<file path="config.mk">
export PLATFORM = sky130hd
export DESIGN_NAME = sorted_priority_queue
export DESIGN_NICKNAME = d
export VERILOG_FILES = /design/src/rtl/core/spq_pkg.sv /design/src/rtl/core/spq_cell.sv /design/src/rtl/core/sorted_priority_queue.sv
export SDC_FILE = /design/constraint.sdc
export NUM_CORES = 2
export LEC_CHECK = 0
export BUFFER_PORTS_ARGS = -buffer_cell sky130_fd_sc_hd__buf_2
export CAP_MARGIN = 20
export CORE_ASPECT_RATIO = 1.75
export CORE_MARGIN = 1.5
export CORE_UTILIZATION = 40
export DETAILED_ROUTE_END_ITERATION = 10
export GPL_TIMING_DRIVEN = 0
export SLEW_MARGIN = 20
export SYNTH_ARGS = -nofsm -noshare
export SYNTH_HDL_FRONTEND = slang
export SYNTH_SLANG_ARGS = --single-unit
</file>
<file path="constraint.sdc">
create_clock -name clock -period 9.05 [get_ports clock]
set_input_delay 0.905 -clock clock [delete_from_list [all_inputs] [get_ports clock]]
set_output_delay 0.905 -clock clock [all_outputs]
set_load 0.01 [all_outputs]
</file>
<file path="src/rtl/core/spq_pkg.sv">
// Package for the sorted priority queue: sizes, command and status codes,
// and the entry and control types shared by the cell row and the top level.
// No dependencies.
package spq_pkg;

   localparam int QUEUE_DEPTH = 16;
   localparam int PRIO_W      = 32;
   localparam int DATA_W      = 32;
   localparam int OCC_W       = 5;
   localparam int CNT_W       = $clog2(QUEUE_DEPTH + 1);

   localparam logic CMD_PUSH = 1'b0;
   localparam logic CMD_POP  = 1'b1;

   typedef enum logic [1:0] {
      STATUS_OK    = 2'd0,
      STATUS_EMPTY = 2'd1,
      STATUS_FULL  = 2'd2
   } status_type;

   typedef struct packed {
      logic                     valid;
      logic signed [PRIO_W-1:0] prio;
      logic signed [DATA_W-1:0] payload;
   } spq_entry_type;

   typedef struct packed {
      logic                     push;
      logic                     pop;
      logic signed [PRIO_W-1:0] prio;
      logic signed [DATA_W-1:0] payload;
   } spq_ctrl_type;

endpackage

</file>
<file path="src/rtl/core/spq_cell.sv">
// One slot of the sorted queue: holds an entry, compares it with a pushed
// entry and shifts toward the tail on push or toward the head on pop.
// Depends on spq_pkg.
module spq_cell (
   input  logic                  clock,
   input  logic                  reset,
   input  spq_pkg::spq_ctrl_type ctrl,
   input  spq_pkg::spq_entry_type left_entry,
   input  logic                  left_ins,
   input  spq_pkg::spq_entry_type right_entry,
   output spq_pkg::spq_entry_type entry,
   output logic                  ins
);
   import spq_pkg::*;

   logic                     valid_ff, valid_in;
   logic signed [PRIO_W-1:0] prio_ff, prio_in;
   logic signed [DATA_W-1:0] payload_ff, payload_in;

   // New entry lands here or earlier when this slot is empty or holds a
   // strictly lower priority; equal priorities stay ahead.
   assign ins = !valid_ff || (prio_ff < ctrl.prio);

   always_comb begin
      valid_in   = valid_ff;
      prio_in    = prio_ff;
      payload_in = payload_ff;
      if (ctrl.push) begin
         if (left_ins) begin
            valid_in   = left_entry.valid;
            prio_in    = left_entry.prio;
            payload_in = left_entry.payload;
         end else if (ins) begin
            valid_in   = 1'b1;
            prio_in    = ctrl.prio;
            payload_in = ctrl.payload;
         end
      end else if (ctrl.pop) begin
         valid_in   = right_entry.valid;
         prio_in    = right_entry.prio;
         payload_in = right_entry.payload;
      end
   end

   always_ff @(posedge clock) begin
      if (reset) begin
         valid_ff <= 1'b0;
      end else begin
         valid_ff <= valid_in;
      end
   end

   always_ff @(posedge clock) begin
      prio_ff    <= prio_in;
      payload_ff <= payload_in;
   end

   assign entry = '{valid: valid_ff, prio: prio_ff, payload: payload_ff};

endmodule

</file>
<file path="src/rtl/core/sorted_priority_queue.sv">
// Top level of the sorted priority queue: stream ports, occupancy count,
// result register and the row of spq_cell slots. Depends on spq_pkg, spq_cell.
//
// Channel  Direction  Handshake               Payload
// req      in         req_tvalid/req_tready   tdata prio, payload; tuser command
// rsp      out        rsp_tvalid/rsp_tready   tdata prio, payload, occupancy;
//                                             tuser status
//
// All slots compare against the pushed priority in parallel and shift by
// one place at the same edge, so the slot compare plus neighbor hand-off
// sets the clock, and one transaction is taken per cycle while the result
// register drains.
// Reset empties the row by clearing slot valid bits and the count.
// A stalled result holds in the output register; a new transaction is
// taken in the same cycle that the waiting result is taken.
module sorted_priority_queue (
   input  logic        clock,
   input  logic        reset,
   input  logic        req_tvalid,
   output logic        req_tready,
   input  logic [63:0] req_tdata,   // [31:0] item_priority, [63:32] item_payload
   input  logic [0:0]  req_tuser,   // [0] command
   output logic        rsp_tvalid,
   input  logic        rsp_tready,
   output logic [71:0] rsp_tdata,   // [31:0] out_priority, [63:32] out_payload,
                                    // [68:64] occupancy, [71:69] zero
   output logic [1:0]  rsp_tuser    // [1:0] status
);
   import spq_pkg::*;

   logic                     accept;
   logic                     cmd;
   logic                     full, empty;
   spq_ctrl_type             ctrl;

   logic [CNT_W-1:0]         count_ff, count_in;
   logic                     rsp_valid_ff, rsp_valid_in;
   logic signed [PRIO_W-1:0] rsp_prio_ff, rsp_prio_in;
   logic signed [DATA_W-1:0] rsp_payload_ff, rsp_payload_in;
   status_type               rsp_status_ff, rsp_status_in;
   logic [OCC_W-1:0]         rsp_occ_ff, rsp_occ_in;
   logic [CNT_W+OCC_W-1:0]   count_wide;

   spq_entry_type            entries [QUEUE_DEPTH];
   logic [QUEUE_DEPTH-1:0]   ins_vec;

   // Take a transaction whenever the result register is free or draining.
   assign req_tready = !rsp_valid_ff || rsp_tready;
   assign accept     = req_tvalid && req_tready;
   assign cmd        = req_tuser[0];

   assign full  = (count_ff == CNT_W'(QUEUE_DEPTH));
   assign empty = (count_ff == '0);

   assign ctrl.push    = accept && (cmd == CMD_PUSH) && !full;
   assign ctrl.pop     = accept && (cmd == CMD_POP) && !empty;
   assign ctrl.prio    = req_tdata[31:0];
   assign ctrl.payload = req_tdata[63:32];

   genvar gi;
   generate
      for (gi = 0; gi < QUEUE_DEPTH; gi++) begin : g_cell
         spq_entry_type left_e, right_e;
         logic          left_i;
         if (gi == 0) begin : g_head
            assign left_e = '0;
            assign left_i = 1'b0;
         end else begin : g_mid
            assign left_e = entries[gi-1];
            assign left_i = ins_vec[gi-1];
         end
         if (gi == QUEUE_DEPTH - 1) begin : g_tail
            assign right_e = '0;
         end else begin : g_body
            assign right_e = entries[gi+1];
         end
         spq_cell u_cell (
            .clock       (clock),
            .reset       (reset),
            .ctrl        (ctrl),
            .left_entry  (left_e),
            .left_ins    (left_i),
            .right_entry (right_e),
            .entry       (entries[gi]),
            .ins         (ins_vec[gi])
         );
      end
   endgenerate

   // Build the result and the next count.
   always_comb begin
      count_in       = count_ff;
      rsp_valid_in   = rsp_valid_ff;
      rsp_prio_in    = rsp_prio_ff;
      rsp_payload_in = rsp_payload_ff;
      rsp_status_in  = rsp_status_ff;
      if (rsp_valid_ff && rsp_tready) begin
         rsp_valid_in = 1'b0;
      end
      if (ctrl.push) begin
         count_in = count_ff + CNT_W'(1);
      end else if (ctrl.pop) begin
         count_in = count_ff - CNT_W'(1);
      end
      if (accept) begin
         rsp_valid_in   = 1'b1;
         rsp_prio_in    = '0;
         rsp_payload_in = '0;
         rsp_status_in  = STATUS_OK;
         if (cmd == CMD_POP) begin
            if (empty) begin
               rsp_status_in = STATUS_EMPTY;
            end else begin
               rsp_prio_in    = entries[0].prio;
               rsp_payload_in = entries[0].payload;
            end
         end else if (full) begin
            rsp_status_in = STATUS_FULL;
         end
      end
   end

   // Mask the count to the occupancy field width.
   assign count_wide = {{OCC_W{1'b0}}, count_in};
   assign rsp_occ_in = accept ? count_wide[OCC_W-1:0] : rsp_occ_ff;

   always_ff @(posedge clock) begin
      if (reset) begin
         count_ff     <= '0;
         rsp_valid_ff <= 1'b0;
      end else begin
         count_ff     <= count_in;
         rsp_valid_ff <= rsp_valid_in;
      end
   end

   always_ff @(posedge clock) begin
      rsp_prio_ff    <= rsp_prio_in;
      rsp_payload_ff <= rsp_payload_in;
      rsp_status_ff  <= rsp_status_in;
      rsp_occ_ff     <= rsp_occ_in;
   end

   assign rsp_tvalid = rsp_valid_ff;
   assign rsp_tdata  = {3'b000, rsp_occ_ff, rsp_payload_ff, rsp_prio_ff};
   assign rsp_tuser  = rsp_status_ff;

endmodule

</file>
[After elaboration in Yosys (flattened, before gate mapping)]
Index checks and enable logic that the tools add are counted.
Operators by class
  add/subtract/negate cells: 2
  $mul: 0
  divide/modulo/power cells: 0
  magnitude comparators: 16
  equal/unequal tests: 17
  shifts and indexed selects: 0
  multiplexer cells: 195
  bitwise gates (word level): 1
  reduce and logical (&&, ||, !) cells: 62
Operators with widths (number)
  $mux 32: 125
  $lt 32x32->1: 16
  $mux 1: 66
  $ne 3x1->1 const B: 15
  $reduce_and 2->1: 16
  $logic_not 1->1: 19
  $logic_or 1x1->1: 17
  $mux 5: 2
  $logic_and 1x1->1: 6
  $add 5x1->5 const B: 1
  $eq 5x5->1 const B: 1
  $logic_not 5->1: 1
  $sub 5x1->5 const B: 1
  $mux 2: 2
  $reduce_bool 2->1: 2
  $ne 2x1->1 const B: 1
  $reduce_or 2->1: 1
  $not 1->1: 1
Word-level totals
  register bits: 1117
  latch bits: 0
  bits in writable memories: 0
  memory bits (read-only): 0
  input bits: 69
  output and inout bits: 76
  memories: 0

[Longest topological paths before layout]
  depth in word-level cells: 7
  mapped depth: 14
  mapped depth without buffers: 10

[Modules after synthesis]
A second synthesis with hierarchy kept.
Unflattened totals
  cells, all modules: 6710
  area total of the unflattened synthesis: 69001.2 sq um
Modules (own cells, without submodules)
  spq_cell at g_cell[0].u_cell ...: instances 12, cells each 407, area an instance 4113.9 sq um, seq. area each 1941.9 sq um
  spq_cell at g_cell[6].u_cell ...: instances 4, cells each 404, area an instance 4126.5 sq um, seq. area each 1941.9 sq um
  sorted_priority_queue: instances 1, cells each 210, area an instance 3128.0 sq um, seq. area each 2252.2 sq um

[Worst setup path before layout]
No wires, ideal clock.
  path kind: input-to-reg
  start point: in req_tdata[23]
  end point: reg g_cell[6].u_cell.payload_ff[0], enable pin
  setup time: 524 ps
  data arrival time: 6937 ps
  required time: 8526 ps
  slack: 1588 ps
  stages: 13
  path through: clkbuf_1 > inv_1 > ha_1 > and4_1 > nor4bb_1 > nor4b_1 > o31ai_1 > and3_1 > o21a_1 > clkbuf_1 > buf_4 > buf_4 > a31oi_1
Between the ends
  cells in the longest elaborated chain, start to end: 4
RTL lines
  start: declaration: RTL line sorted_priority_queue.sv:21  | input logic [63:0] req_tdata,
  $lt 32x32->1: RTL line spq_cell.sv:22  | assign ins = !valid_ff || (prio_ff < ctrl.prio);
  $logic_or 1x1->1: RTL line spq_cell.sv:22
  $ne 3x1->1 (no source line) (*)
  $reduce_and 2->1 (no source line) (*)
  end signal: assignment: RTL line spq_cell.sv:55  | payload_ff <= payload_in;
  end: declaration: RTL line spq_cell.sv:18  | logic signed [DATA_W-1:0] payload_ff, payload_in;
Mark *: on every way between the ends. The rest lies on a longest branch, timed or not.
A chain may end at the register's enable or synchronous reset.

[Worst setup path after layout]
  start point: in req_tdata[15]
  end point: reg g_cell[5].u_cell.prio_ff[23], enable pin
Between the ends
  cells in the longest elaborated chain, start to end: 4
RTL lines
  $lt 32x32->1: RTL line spq_cell.sv:22
  $logic_or 1x1->1: RTL line spq_cell.sv:22
  $ne 3x1->1 (no source line) (*)
  $reduce_and 2->1 (no source line) (*)
  end signal: assignment: RTL line spq_cell.sv:54  | prio_ff <= prio_in;
  end: declaration: RTL line spq_cell.sv:17  | logic signed [PRIO_W-1:0] prio_ff, prio_in;
Marks and branches as above.

==> reports/results.ini <==
[global_route]
grt.met3_usage_pct = 4.54
grt_pass1_vias = 54238
busiest_layer = met2
grt_pass1_wl_um = 371000
met2_usage_pct = 54.9
grt_usage_pct = 30.9
grt_start_max_net_pins = 46
antenna_found_initial = 18
met1_usage_pct = 32.6
overflow = 0

[placement]
place.gp.congestion = 0.976
dpl.hpwl_um = 202000
dp_worst_setup_slack_ns = 0.814
io_buffer_count = 141
dpl-instance-area_um2 = 70500

[floorplan]
die_h_um = 536
die-area_um2 = 165000
initial_utilization_pct = 40.3
placement_rows = 195
ioPinCount = 145
core_area_um2 = 161000
die_w_um = 308

[synth]
synth_most_common_cell = nand2_1
yosys.area.top_type = edfxtp_1
ys_seq_area_share_pct = 51.3
avgSynthCellArea_um2 = 10.7
ys_ff_latch = 1117
synth.distinct_cells = 59
async_flop_share_pct = 0
synth_common_cells = nand2_1 (1167), edfxtp_1 (1095), mux2i_1 (711)
ys.flop_type = edfxtp_1
synth_top_area_share_pct = 50.6
netlist_instances = 6062
synth_warnings = 0
synth_edf_count = 1095
syn_area_um2 = 65000
synth_area_leaders = edfxtp_1 (51%), mux2i_1 (11%), ha_1 (9.6%), nand2_1 (6.7%), o21ai_1 (4.1%)

[worst_setup_path]
rr_worst_depth = 12
crit_path_top_delay_cell = a31oi_1
worstSetupPathType = input port to flop
path_max_fanout = 35
cp_cell_sequence = buf_2 > clkbuf_1 > inv_1 > ha_1 > nand2_1 > nor3_1 > o21ai_0 > a31oi_1 > o2111ai_1 > a31oi_1 > buf_2 > buf_2 > nand2_1 > o21a_4 > buf_16
crit_required_ns = 9.47
critPathMaxStageDelay_ns = 0.93
worstSetupStartpoint = req_tdata[15]
cp-end-kind = flop
cp.arrival_ns = 8.39
critPathLaunchType = input port
timing.rr.start = g_cell[5].u_cell.prio_ff[15]
crit_top_cell = buf_2
r2r_setup_slack_ns = 2.35

[clock_network]
h-tree-depth = 3
clk_pin_slew_ns = 0.07
cts-root-buf = clkbuf_16
cts_buffer_depth = 3
tritoncts = done
cts.sinks = 1117
cts_setup_buffers = 0
cts_hold_buf = 0
numCtsBuffers = 110
post_cts_resized = 0
clock_latency_ns = 0.77

[sta]
post-route-period-util_pct = 88.1
fin_ws_ns = 1.08
setup_violations = 0
fmax_mhz = 125
slew_viol_final = 0
worst_pin_slew_ns = 1.24
rsz0062_at_grt = no
finClkSkew_ns = 0.0451
finalHoldViolations = 0
slew-limit-headroom_pct = 16.6
min_period_ns = 7.97

[detailed_routing]
wirelength_um = 259000
num_vias = 52893
dr.pass1.iters = 7
wl_per_cell_um = 29.9
via_per_inst = 6.10
drc_errors = 0
drtAntennaViolNets = 0
drtIter0Drc = 5227

[outcome]
outcome = finished clean

[cells_and_area]
layout-drive-gt1-share_pct = 8.28
multiInputGateArea_um2 = 29800
fin_nets = 6957
final_cell_area_um2 = 74100
seqCellArea_um2 = 33300
n_fill_cell = 15145
syn_to_final_growth_pct = 14.0

[power_and_ir_drop]
peakVddDrop_mv = 0.160
cellPowerDensity_nw_per_um2 = 202
p_total_w = 0.0149
p_leak_nw = 27.8

[worst_hold_path]
hp-class = input port to flop
hold_start = reset
hold_depth = 2

[flow_run]
cap_violations = 0

==> state kept, by name (all words and copies together), names as in the netlist <==
register                  flops
rsp_occ_ff                    5
g_cell.u_cell.prio_ff       512
rsp_tvalid                    1
g_cell.u_cell.payload_ff    512
rsp_tuser                     2
rsp_prio_ff                  32
g_cell.u_cell.valid_ff       16
count_ff                      5
rsp_payload_ff               32
==> power by group <==
part / switching (W) / total, W / leakage [nW] / internal (W)
sequential: 0.000438 / 0.00691 / 10.6 / 0.00648
clock: 0.00222 / 0.00481 / 1.74 / 0.00259
combinational: 0.00209 / 0.00321 / 15.4 / 0.00113
total: 0.00475 / 0.0149 / 27.8 / 0.0102
==> worst max-delay path: cells and delay by family <==
family          cells  cell delay [ns]
buf+inv             6             2.90
compound gates      5             2.86
fa+ha+maj           1             0.52
simple gates        3             1.03
==> kinds of logic (layout without fill, tap and decap cells) <==
kind of cell	count (synthesis)	count (layout)	share of synthesized area (%)
compound gates	1345	1345	12.4
xor+xnor	4	4	0.0539
fa+ha+maj	498	498	9.59
buf+inv	484	905	3.20
flops	1117	1117	51.3
mux	713	713	11.0
other cells	1	21	0.00577
simple gates	1900	1900	12.5
==> cell usage in the layout, fill, tap and decap left out, types with 11 or more instances in the layout <==
cell type,Yosys,final
a221o_1,13,13
inv_1,43,42
nand2b_1,29,29
buf_2,83,225
buf_16,0,56
nand4_1,66,66
nor2_1,219,215
clkbuf_16,0,110
a2111oi_0,14,12
o211ai_1,263,263
a31oi_1,23,15
clkbuf_2,0,19
mux2i_1,711,711
clkbuf_1,314,320
and4_1,19,19
diode_2,0,18
a21o_1,74,74
and2_1,66,66
bufinv_16,0,11
a21oi_1,212,207
buf_4,32,34
edfxtp_1,1095,1095
o21a_1,16,15
nor3_1,17,17
nand3_1,288,288
a211oi_1,26,24
o21ai_1,538,538
nand2_1,1167,1167
o21ai_0,105,105
a311oi_1,15,15
ha_1,498,498
clkinv_1,0,27
clkinv_2,0,20
dfxtp_1,22,22
==> per-stage QoR <==
stage	setup TNS, ns	hold WS (ns)	instances	utilization, %
global route	0	0.361	8654	45.9
floorplan	0	0.468	6064	-
CTS	0	0.310	8652	45.9
detailed placement	0	0.529	8445	43.7
global placement	-3769.78	0.480	8372	42.4
finish	0	0.344	8670	45.9
==> path summary, 6_finish.rpt <==
| check | to |
|---|---|
| setup / recovery | g_cell[5].u_cell.prio_ff[23] |
| hold / removal | count_ff[4] |
| setup reg to reg | g_cell[5].u_cell.prio_ff[23] |
| hold reg to reg | g_cell[14].u_cell.payload_ff[23] |
==> layer usage <==
layer | vias up | share of wire (%)
met4 | 8 | 9.2
met1 | 26238 | 34
met2 | 2493 | 50
li1 | 23297 | -
met3 | 857 | 6.5
met5 | - | 0.018
==> layout make-up <==
cell class / instances / share of cell area [%]
well taps: 2167 / 3.66
multi-input cells: 4463 / 40.2
repair buffers: 214 / 3.40
diodes: 18 / 0.0608
plain buffers: 441 / 2.62
clock buffers: 139 / 3.92
flip-flops and latches: 1117 / 45.0
clock inverters: 68 / 0.889
inverters: 43 / 0.221
Power figures use the tool's default switching activity.
